===== config.mk =====
export PLATFORM = sky130hd
export DESIGN_NAME = circular_double_ended_queue
export DESIGN_NICKNAME = d
export VERILOG_FILES = /design/src/rtl/cdq_pkg.sv /design/src/rtl/cdq_front.sv /design/src/rtl/cdq_back.sv /design/src/rtl/circular_double_ended_queue.sv
export SDC_FILE = /design/constraint.sdc
export NUM_CORES = 1
export LEC_CHECK = 0
export BUFFER_PORTS_ARGS = -buffer_cell sky130_fd_sc_hd__buf_2
export CORE_ASPECT_RATIO = 1.1
export CORE_UTILIZATION = 45
export CTS_CLUSTER_DIAMETER = 80
export DETAILED_ROUTE_END_ITERATION = 10
export GPL_ROUTABILITY_DRIVEN = 0
export GPL_TIMING_DRIVEN = 0
export PLACE_DENSITY = 0.63
export SYNTH_ARGS = -nofsm -noshare
export SYNTH_HDL_FRONTEND = slang
export SYNTH_SLANG_ARGS = --single-unit

===== constraint.sdc =====
create_clock -name clk -period 7.1 [get_ports clk]
set_clock_uncertainty 0.15 [all_clocks]
set_input_delay 1.065 -clock clk [delete_from_list [all_inputs] [get_ports clk]]
set_output_delay 1.065 -clock clk [all_outputs]
set_load 0.005 [all_outputs]

===== src/rtl/cdq_pkg.sv =====
// Shared types and codes for the circular double-ended queue.
package cdq_pkg;

  // Input opcodes
  localparam logic [2:0] OP_PUSH_FRONT = 3'd0;
  localparam logic [2:0] OP_PUSH_REAR  = 3'd1;
  localparam logic [2:0] OP_POP_FRONT  = 3'd2;
  localparam logic [2:0] OP_POP_REAR   = 3'd3;
  localparam logic [2:0] OP_DUMP       = 3'd4;

  // Result status codes
  localparam logic [1:0] ST_OK    = 2'd0;
  localparam logic [1:0] ST_FULL  = 2'd1;
  localparam logic [1:0] ST_EMPTY = 2'd2;

  typedef struct packed {
    logic [2:0]         opcode;
    logic signed [31:0] value;
  } in_item_t;

  typedef struct packed {
    logic [1:0]         status;
    logic signed [31:0] data;
    logic               last;
    logic [3:0]         occupancy;
  } out_item_t;

  typedef enum logic [2:0] {
    CMD_PUSH_FRONT,
    CMD_PUSH_REAR,
    CMD_POP_FRONT,
    CMD_POP_REAR,
    CMD_DUMP
  } cmd_kind_t;

  typedef struct packed {
    cmd_kind_t          kind;
    logic signed [31:0] value;
  } cmd_t;

  typedef enum logic {
    BS_IDLE,
    BS_EMIT
  } back_state_t;

endpackage


===== src/rtl/cdq_front.sv =====
// Front end: accepts input transactions, decodes them and queues commands.
module cdq_front (
  input  logic              clk,
  input  logic              rst_n,
  input  logic              in_push,
  output logic              in_full,
  input  cdq_pkg::in_item_t in_data,
  output logic              cmd_valid,
  output cdq_pkg::cmd_t     cmd,
  input  logic              cmd_take
);

  cdq_pkg::cmd_t cq_mem_r [2];
  logic          cq_wr_r, cq_wr_nxt;
  logic          cq_rd_r, cq_rd_nxt;
  logic [1:0]    cq_cnt_r, cq_cnt_nxt;
  logic          accept;
  logic          known;
  cdq_pkg::cmd_t dec_cmd;
  logic          do_wr;
  logic          do_rd;

  // Decode; unused opcodes are accepted and dropped
  always_comb begin
    known         = 1'b1;
    dec_cmd.value = in_data.value;
    dec_cmd.kind  = cdq_pkg::CMD_PUSH_FRONT;
    unique case (in_data.opcode)
      cdq_pkg::OP_PUSH_FRONT: dec_cmd.kind = cdq_pkg::CMD_PUSH_FRONT;
      cdq_pkg::OP_PUSH_REAR:  dec_cmd.kind = cdq_pkg::CMD_PUSH_REAR;
      cdq_pkg::OP_POP_FRONT:  dec_cmd.kind = cdq_pkg::CMD_POP_FRONT;
      cdq_pkg::OP_POP_REAR:   dec_cmd.kind = cdq_pkg::CMD_POP_REAR;
      cdq_pkg::OP_DUMP:       dec_cmd.kind = cdq_pkg::CMD_DUMP;
      default:                known        = 1'b0;
    endcase
  end

  assign in_full   = (cq_cnt_r == 2'd2);
  assign accept    = in_push && !in_full;
  assign cmd_valid = (cq_cnt_r != 2'd0);
  assign cmd       = cq_mem_r[cq_rd_r];
  assign do_wr     = accept && known;
  assign do_rd     = cmd_take && cmd_valid;

  always_comb begin
    cq_wr_nxt  = do_wr ? !cq_wr_r : cq_wr_r;
    cq_rd_nxt  = do_rd ? !cq_rd_r : cq_rd_r;
    cq_cnt_nxt = cq_cnt_r + {1'b0, do_wr} - {1'b0, do_rd};
  end

  always_ff @(posedge clk) begin
    if (!rst_n) begin
      cq_wr_r  <= 1'b0;
      cq_rd_r  <= 1'b0;
      cq_cnt_r <= 2'd0;
    end else begin
      cq_wr_r  <= cq_wr_nxt;
      cq_rd_r  <= cq_rd_nxt;
      cq_cnt_r <= cq_cnt_nxt;
    end
  end

  always_ff @(posedge clk) begin
    if (do_wr) begin
      cq_mem_r[cq_wr_r] <= dec_cmd;
    end
  end

endmodule


===== src/rtl/cdq_back.sv =====
// Back end: deque state, element store, dump sequencer and result queue.
module cdq_back #(
  parameter int DEPTH = 8
) (
  input  logic               clk,
  input  logic               rst_n,
  input  logic               cmd_valid,
  input  cdq_pkg::cmd_t      cmd,
  output logic               cmd_take,
  output logic               out_empty,
  input  logic               out_pop,
  output cdq_pkg::out_item_t out_data
);

  localparam int IW = $clog2(DEPTH);
  localparam int CW = $clog2(DEPTH + 1);

  function automatic logic [IW-1:0] idx_inc(input logic [IW-1:0] i);
    idx_inc = (i == IW'(DEPTH - 1)) ? '0 : i + 1'b1;
  endfunction

  function automatic logic [IW-1:0] idx_dec(input logic [IW-1:0] i);
    idx_dec = (i == '0) ? IW'(DEPTH - 1) : i - 1'b1;
  endfunction

  cdq_pkg::back_state_t state_r, state_nxt;
  logic [IW-1:0]        front_r, front_nxt;
  logic [IW-1:0]        rear_r, rear_nxt;
  logic [CW-1:0]        count_r, count_nxt;
  logic [CW-1:0]        left_r, left_nxt;
  logic [IW-1:0]        scan_r, scan_nxt;
  logic [3:0]           occ_r, occ_nxt;

  logic signed [31:0]   store [DEPTH];
  logic signed [31:0]   rd_data_r;
  logic                 mem_we, mem_re;
  logic [IW-1:0]        mem_waddr, mem_raddr;

  cdq_pkg::out_item_t   rq_mem_r [2];
  logic                 rq_wr_r, rq_rd_r;
  logic [1:0]           rq_cnt_r;
  logic                 rq_full, rq_we, rq_re;
  cdq_pkg::out_item_t   rq_wdata;

  logic                 can_go;
  logic                 is_full, is_empty;

  assign can_go   = cmd_valid && !rq_full;
  assign is_full  = (count_r == CW'(DEPTH));
  assign is_empty = (count_r == '0);

  // Next state
  always_comb begin
    state_nxt = state_r;
    unique case (state_r)
      cdq_pkg::BS_IDLE: begin
        if (can_go && !is_empty &&
            (cmd.kind == cdq_pkg::CMD_POP_FRONT || cmd.kind == cdq_pkg::CMD_POP_REAR ||
             cmd.kind == cdq_pkg::CMD_DUMP)) begin
          state_nxt = cdq_pkg::BS_EMIT;
        end
      end
      cdq_pkg::BS_EMIT: begin
        if (!rq_full && left_r == CW'(1)) begin
          state_nxt = cdq_pkg::BS_IDLE;
        end
      end
      default: state_nxt = cdq_pkg::BS_IDLE;
    endcase
  end

  // Datapath control
  always_comb begin
    cmd_take  = 1'b0;
    mem_we    = 1'b0;
    mem_waddr = front_r;
    mem_re    = 1'b0;
    mem_raddr = front_r;
    rq_we     = 1'b0;
    rq_wdata  = '0;
    front_nxt = front_r;
    rear_nxt  = rear_r;
    count_nxt = count_r;
    left_nxt  = left_r;
    scan_nxt  = scan_r;
    occ_nxt   = occ_r;
    unique case (state_r)
      cdq_pkg::BS_IDLE: begin
        if (can_go) begin
          cmd_take = 1'b1;
          unique case (cmd.kind)
            cdq_pkg::CMD_PUSH_FRONT, cdq_pkg::CMD_PUSH_REAR: begin
              rq_we         = 1'b1;
              rq_wdata.last = 1'b1;
              if (is_full) begin
                rq_wdata.status    = cdq_pkg::ST_FULL;
                rq_wdata.occupancy = 4'(count_r);
              end else begin
                mem_we    = 1'b1;
                count_nxt = count_r + 1'b1;
                if (is_empty) begin
                  front_nxt = '0;
                  rear_nxt  = '0;
                  mem_waddr = '0;
                end else if (cmd.kind == cdq_pkg::CMD_PUSH_FRONT) begin
                  front_nxt = idx_dec(front_r);
                  mem_waddr = idx_dec(front_r);
                end else begin
                  rear_nxt  = idx_inc(rear_r);
                  mem_waddr = idx_inc(rear_r);
                end
                rq_wdata.status    = cdq_pkg::ST_OK;
                rq_wdata.occupancy = 4'(count_nxt);
              end
            end
            cdq_pkg::CMD_POP_FRONT, cdq_pkg::CMD_POP_REAR: begin
              if (is_empty) begin
                rq_we           = 1'b1;
                rq_wdata.status = cdq_pkg::ST_EMPTY;
                rq_wdata.last   = 1'b1;
              end else begin
                mem_re    = 1'b1;
                count_nxt = count_r - 1'b1;
                left_nxt  = CW'(1);
                occ_nxt   = 4'(count_nxt);
                if (cmd.kind == cdq_pkg::CMD_POP_FRONT) begin
                  mem_raddr = front_r;
                  front_nxt = idx_inc(front_r);
                end else begin
                  mem_raddr = rear_r;
                  rear_nxt  = idx_dec(rear_r);
                end
                if (count_r == CW'(1)) begin
                  front_nxt = '0;
                  rear_nxt  = '0;
                end
              end
            end
            cdq_pkg::CMD_DUMP: begin
              if (is_empty) begin
                rq_we           = 1'b1;
                rq_wdata.status = cdq_pkg::ST_EMPTY;
                rq_wdata.last   = 1'b1;
              end else begin
                mem_re    = 1'b1;
                mem_raddr = front_r;
                scan_nxt  = idx_inc(front_r);
                left_nxt  = count_r;
                occ_nxt   = 4'(count_r);
              end
            end
            default: ;
          endcase
        end
      end
      cdq_pkg::BS_EMIT: begin
        // read data waits in rd_data_r until the result queue has room
        if (!rq_full) begin
          rq_we              = 1'b1;
          rq_wdata.status    = cdq_pkg::ST_OK;
          rq_wdata.data      = rd_data_r;
          rq_wdata.last      = (left_r == CW'(1));
          rq_wdata.occupancy = occ_r;
          if (left_r != CW'(1)) begin
            mem_re    = 1'b1;
            mem_raddr = scan_r;
            scan_nxt  = idx_inc(scan_r);
            left_nxt  = left_r - 1'b1;
          end
        end
      end
      default: ;
    endcase
  end

  always_ff @(posedge clk) begin
    if (!rst_n) begin
      state_r <= cdq_pkg::BS_IDLE;
      front_r <= '0;
      rear_r  <= '0;
      count_r <= '0;
      left_r  <= '0;
      scan_r  <= '0;
      occ_r   <= '0;
    end else begin
      state_r <= state_nxt;
      front_r <= front_nxt;
      rear_r  <= rear_nxt;
      count_r <= count_nxt;
      left_r  <= left_nxt;
      scan_r  <= scan_nxt;
      occ_r   <= occ_nxt;
    end
  end

  // Element store, registered read
  always_ff @(posedge clk) begin
    if (mem_we) begin
      store[mem_waddr] <= cmd.value;
    end
    if (mem_re) begin
      rd_data_r <= store[mem_raddr];
    end
  end

  // Two-entry result queue
  assign rq_full   = (rq_cnt_r == 2'd2);
  assign out_empty = (rq_cnt_r == 2'd0);
  assign rq_re     = out_pop && !out_empty;
  assign out_data  = rq_mem_r[rq_rd_r];

  always_ff @(posedge clk) begin
    if (!rst_n) begin
      rq_wr_r  <= 1'b0;
      rq_rd_r  <= 1'b0;
      rq_cnt_r <= 2'd0;
    end else begin
      rq_wr_r  <= rq_we ? !rq_wr_r : rq_wr_r;
      rq_rd_r  <= rq_re ? !rq_rd_r : rq_rd_r;
      rq_cnt_r <= rq_cnt_r + {1'b0, rq_we} - {1'b0, rq_re};
    end
  end

  always_ff @(posedge clk) begin
    if (rq_we) begin
      rq_mem_r[rq_wr_r] <= rq_wdata;
    end
  end

endmodule


===== src/rtl/circular_double_ended_queue.sv =====
// Push, full and empty results pass the command queue, then the result queue; pops also pass
//   the registered read of the element store. Throughput: one push or rejected transaction per
//   cycle while the result queue has room; a pop or dump holds the back end to its last result.
// A two-entry command queue and a two-entry result queue let each side stall on its own.
// Reset (rst_n low, synchronous) clears indices, count and both queues; the element store
//   is not cleared and needs no clearing pass.
module circular_double_ended_queue #(
  parameter int DEPTH = 8
) (
  input  logic               clk,
  input  logic               rst_n,
  input  logic               in_push,
  output logic               in_full,
  input  cdq_pkg::in_item_t  in_data,
  output logic               out_empty,
  input  logic               out_pop,
  output cdq_pkg::out_item_t out_data
);

  // Command channel between the decoder and the executing back end.
  logic          cmd_valid;
  logic          cmd_take;
  cdq_pkg::cmd_t cmd;

  // Front: takes every transaction while its queue has room; unused opcodes
  // vanish here and never reach the back end.
  cdq_front u_front (
    .clk       (clk),
    .rst_n     (rst_n),
    .in_push   (in_push),
    .in_full   (in_full),
    .in_data   (in_data),
    .cmd_valid (cmd_valid),
    .cmd       (cmd),
    .cmd_take  (cmd_take)
  );

  // Back: owns front/rear indices, count and the element store. It only
  // takes a command when the result queue has a free slot, so a result
  // is never dropped; pops and dumps then stream out of the store.
  cdq_back #(
    .DEPTH (DEPTH)
  ) u_back (
    .clk       (clk),
    .rst_n     (rst_n),
    .cmd_valid (cmd_valid),
    .cmd       (cmd),
    .cmd_take  (cmd_take),
    .out_empty (out_empty),
    .out_pop   (out_pop),
    .out_data  (out_data)
  );

`ifndef SYNTHESIS
  // Back end only consumes a command that is really there.
  a_take_valid : assert property (@(posedge clk) disable iff (!rst_n)
    cmd_take |-> cmd_valid)
    else $error("command taken from an empty command queue");

  // Reset leaves both queues empty.
  a_reset_clear : assert property (@(posedge clk)
    !rst_n |=> (out_empty && !in_full))
    else $error("queues not empty after reset");

  // A rejected or empty result always closes its transaction.
  a_err_last : assert property (@(posedge clk) disable iff (!rst_n)
    (!out_empty && out_data.status != cdq_pkg::ST_OK) |-> out_data.last)
    else $error("error status without last flag");

  // Only the three defined status codes ever leave the block.
  a_status_code : assert property (@(posedge clk) disable iff (!rst_n)
    !out_empty |-> (out_data.status == cdq_pkg::ST_OK ||
                    out_data.status == cdq_pkg::ST_FULL ||
                    out_data.status == cdq_pkg::ST_EMPTY))
    else $error("undefined status code on result");
`endif

endmodule

Word level (Yosys, flattened, before mapping)

Memory sizes are Yosys's and may differ from the RTL's. A register that Yosys moved wholly into a read port is not among the register bits.
Index checks and enable logic that the tools add are counted.

Muxes and demuxes: 91
$add $sub $neg: 12
Eq/ne operators: 32
Bitwise logic cells: 1
Reductions and logical operators: 37

Operators with widths:

| operator            | count |
|---|---|
| $mux 3              | 34 |
| $mux 37             | 1 |
| $mux 32             | 1 |
| $mux 4              | 8 |
| $pmux 4 s2          | 4 |
| $mux 1              | 28 |
| $pmux 3 s2          | 4 |
| $eq 3x3->1 const B  | 5 |
| $reduce_and 7->1    | 2 |
| $eq 3x2->1 const B  | 4 |
| $logic_not 3->1     | 4 |
| $ne 2x2->1 const B  | 6 |
| $pmux 3 s4          | 1 |
| $pmux 5 s2          | 1 |
| $reduce_and 5->1    | 2 |
| $add 3x1->3 const B | 3 |
| $ne 3x3->1 const B  | 3 |
| $eq 4x1->1 const B  | 2 |
| $logic_and 1x1->1   | 8 |
| $logic_not 1->1     | 8 |
| $pmux 1 s2          | 4 |
| $pmux 2 s2          | 2 |
| $sub 4x1->4 const B | 2 |
| $eq 3x1->1 const B  | 2 |
| other kinds (22)    | 34 |

Register bits: 30
Input bits: 39
Bits in writable memories: 404
Output and inout bits: 41
Word-level logic and storage cells: 189
Memories kept: 3

Memories:

| name             | words | width | rd ports | clocked after Yosys merged registers in | wr ports | line            | source |
|---|---|---|---|---|---|---|---|
| u_back.store     | 8     | 32    | 1        | 1                                       | 1        | cdq_back.sv:34  | `logic signed [31:0] store [DEPTH];` |
| u_back.rq_mem_r  | 2     | 39    | 1        | 1                                       | 1        | cdq_back.sv:39  | `cdq_pkg::out_item_t rq_mem_r [2];` |
| u_front.cq_mem_r | 2     | 35    | 1        | 1                                       | 1        | cdq_front.sv:13 | `cdq_pkg::cmd_t cq_mem_r [2];` |

Depth between registers and ports, before layout

Word-level depth: 8
Depth in mapped cells: 12
Mapped depth without buffers: 12

By module

Synthesis repeated with hierarchy kept, for this count alone.

Cells, all modules: 1114
Area, all modules: 19248.5 sq um

By module, submodules not included:

| module    | times used | cells an instance | area an instance (sq um) | sequential area each (sq um) |
|---|---|---|---|---|
| cdq_back  | 1          | 974               | 16288.1                  | 11531.1 |
| cdq_front | 1          | 140               | 2960.3                   | 2202.1 |

Least setup slack after synthesis

OpenSTA, ideal clock, no wires.

Path kind: flip-flop to flip-flop
From: reg with a tool-made name
To: mem u_back.store[2][0], enable pin
Arrival time: 4.587 ns
Setup time: 0.501 ns
Stages on the path, launching flop included: 6
Path slack: 1.861 ns
Buffers on the path: 1
Clock period less this slack: 5.239 ns
Data required time: 6.449 ns
Cell sequence: dfxtp_1 buf_4 mux2_2 nor4_2 nand3_1 nor4_1

RTL lines:

| element       | line |
|---|---|
| end, declared | cdq_back.sv:34 |

==> results.cfg <==
[run_status]
status = completed

[final_layout]
num_antenna_cells = 0
mostFrequentLayoutCells = 436 x edfxtp_1, 201 x mux2i_1, 106 x mux2_2, 85 x buf_2, 47 x clkbuf_16
fillCellCount = 3334
design_area_um2 = 21920
layout_commonest_cell = edfxtp_1
final_nets = 1317
drive_gt1_share_pct = 24.98
area_growth_pct = 15.14
finish.utilization_pct = 52.85

[clock_network]
post_cts_buffers = 0
cts_buffer_depth = 3
cts_hold_buffers = 0
clkLatencyLatePin_ns = 0.56
cts_max_level = 2
cts_tree = done
clock_tree.root_cell = clkbuf_16
clk_pin_slew_ns = 0.06
cts_sinks = 468
numCtsBuffers = 46
cts_resized = 0

[power_and_ir_drop]
powerDensity_nw_per_um2 = 387.9
p_leak_nw = 7.795
peakVddDrop_uv = 199.0
fin_total_pwr_mw = 8.503

[setup_path]
worst-path-buf-inv = 3
start_kind = flop
crit_family = simple AND/OR/NAND/NOR gates
slowest_delay_ns = 0.88
cp-end-kind = flop
crit_chain = buf_4, mux2_2, nor4_2, nand3_1, a21oi_1, nor3b_2, buf_8, buf_6
worstPathRequired_ns = 7.20
rrSetupSlack_ns = 3.09
worstPathArrival_ns = 4.11
cpMaxStageDelayCell = nor3b_2
path_max_fanout = 10
criticalPathCategory = flop to flop

[detailed_routing]
wirelength_mm = 37.34
post_drt_wl_per_cell_um = 20.15
ant_nets = 0
routed_via_density = 5.194
first_iter_violations = 462
vias = 9624
dr.pass1.iters = 4
drc_errors = 0

[die]
die_h_um = 217.7
fp.dieW_um = 198.1
rows = 78
dieArea_um2 = 43130
io_pins = 80
core_um2 = 41480
start_util_pct = 45.90

[placement]
io_buffer_count = 78
place_ws_ns = 3.149
placed_area_um2 = 20540
dp_hpwl_mm = 25.06

[synth]
synthesis.nets = 1167
synth_top_area_cell = edfxtp_1
seq_area_frac_synth_pct = 72.13
async_reset_ff_share_pct = 0
yosysUniqueCellTypes = 61
yosys_warnings = 0
syn_area_per_cell_um2 = 17.18
synth_area_um2 = 19040
yosys-top-cells-area = edfxtp_1 69%, mux2i_1 11%, mux2_2 6.3%, dfxtp_1 3.4%, ha_1 1.3%
synth-edff-count = 436
synth_seq_cells = 468
synthesis.instances = 1108
synth.top_cell.area_share_pct = 68.77
synth_top_flop_cell = edfxtp_1

[sta]
maxSlewViolCount = 0
finalWorstPathRequiredPeriod_ns = 4.010
fin_setup_tns_ns = 0
tightest_slew_ns = 0.9884
finalHoldViolCount = 0
rsz0062_at_grt = false
setup_viol = 0
fmax_mhz = 249.4
finalCritPeriodShare_pct = 56.48
slew_headroom_pct = 33.82
worst_slack_ns = 3.090

[min_path]
hp-class = flop to flop

[global_routing]
first_global_vias = 9875
grt_antenna_before_repair = 2
grt-ovfl-total = 0
grt_max_degree = 33
grt_pass1_wl_mm = 56.93
grt_use_total_pct = 17.66

[flow_run]
drv_cap = 0
==> stage by stage <==
stage          std cells  hold WS, ns
6_report            1853       0.3489
3_3_place_gp        1746       0.3246
3_5_place_dp        1770       0.3362
4_1_cts             1853       0.3552
5_1_grt             1853       0.3788
2_1_floorplan       1108       0.3102
==> layout make-up <==
| class | count | area (um2) | share of cell area (%) |
|---|---|---|---|
| Clock buffer | 62 | 1232 | 5.622 |
| Multi-Input combinational cell | 570 | 4995 | 22.79 |
| Clock inverter | 21 | 143.9 | 0.6564 |
| Sequential cell | 468 | 13730 | 62.65 |
| Timing Repair Buffer | 102 | 723.2 | 3.299 |
| Inverter | 22 | 82.58 | 0.3767 |
| Buffer | 48 | 309.0 | 1.410 |
| Tap cell | 560 | 700.7 | 3.197 |
==> kinds of logic after synthesis <==
kind of cell / share of synthesized area (%)
AOI/OAI and AO/OA: 2.340
xor gates and xnor gates: 0.6900
adders and majority gates: 1.314
buffers and inverters: 2.057
DFF: 72.13
muxes: 16.92
and+or+nand+nor: 4.548
==> flip-flops by register name, summed over array words and instances (netlist names), named ones only <==
name	flops
u_front.cq_rd_r	1
u_back.rq_wr_r	1
u_back.rq_mem_r	78
u_back.state_r	1
u_back.count_r	4
u_front.cq_wr_r	1
u_back.left_r	4
u_back.rq_rd_r	1
u_back.front_r	3
u_front.cq_mem_r	70
u_back.scan_r	3
u_front.cq_cnt_r	2
u_back.rd_data_r	32
u_back.rear_r	3
u_back.rq_cnt_r	2
u_back.occ_r	4
u_back.store	256
==> synthesized netlist by cell type (2+ instances only) <==
master	n
buf_1	4
or3_1	2
buf_4	9
a21oi_1	25
inv_1	20
nand2_1	19
nand3b_1	3
and2_1	2
ha_1	20
xnor2_1	11
buf_6	10
dfxtp_1	32
nor2b_1	8
nor4_1	2
nand2b_1	8
buf_2	7
clkbuf_4	3
nor2_1	50
mux2_2	106
o21ai_0	10
nor3b_1	4
edfxtp_1	436
nand3_1	8
xor2_1	4
o31ai_1	2
nor3_1	9
clkbuf_1	15
o221ai_1	2
a211oi_1	12
o221a_2	3
and3_1	32
mux2i_1	201
==> metal layers <==
metal	track usage (%)	wire length (um)	vias up
li1	-	-	4572
met5	0	13	-
met3	2.753	1331	65
met4	6.098	1003	2
met2	30.33	18360	172
met1	22.69	16630	4813
==> where the power goes <==
part / total, mW / leakage [nW] / internal, mW / switching, mW
Sequential: 3.66 / 4.23 / 3.55 / 0.113
Combinational: 2.60 / 2.90 / 1.16 / 1.44
Clock: 2.25 / 0.664 / 1.28 / 0.962
Total: 8.50 / 7.79 / 5.99 / 2.51
==> tightest hold or removal path, cell delays in order, from the launching register on <==
cell and delay, ns:
dfxtp_1 0.33, mux2i_1 0.07, nor2_1 0.07
==> final timing paths <==
kind / start / to / cells past startpoint
worst min register to register: u_back.occ_r[0] / u_back.occ_r[0] / 2
worst max-delay path: flop / u_back.store[3][10] / 8
worst max register to register: flop / u_back.store[3][10] / 8
worst min-delay path: u_back.occ_r[0] / u_back.occ_r[0] / 2
No activity file was read; power rests on OpenSTA's default activity.
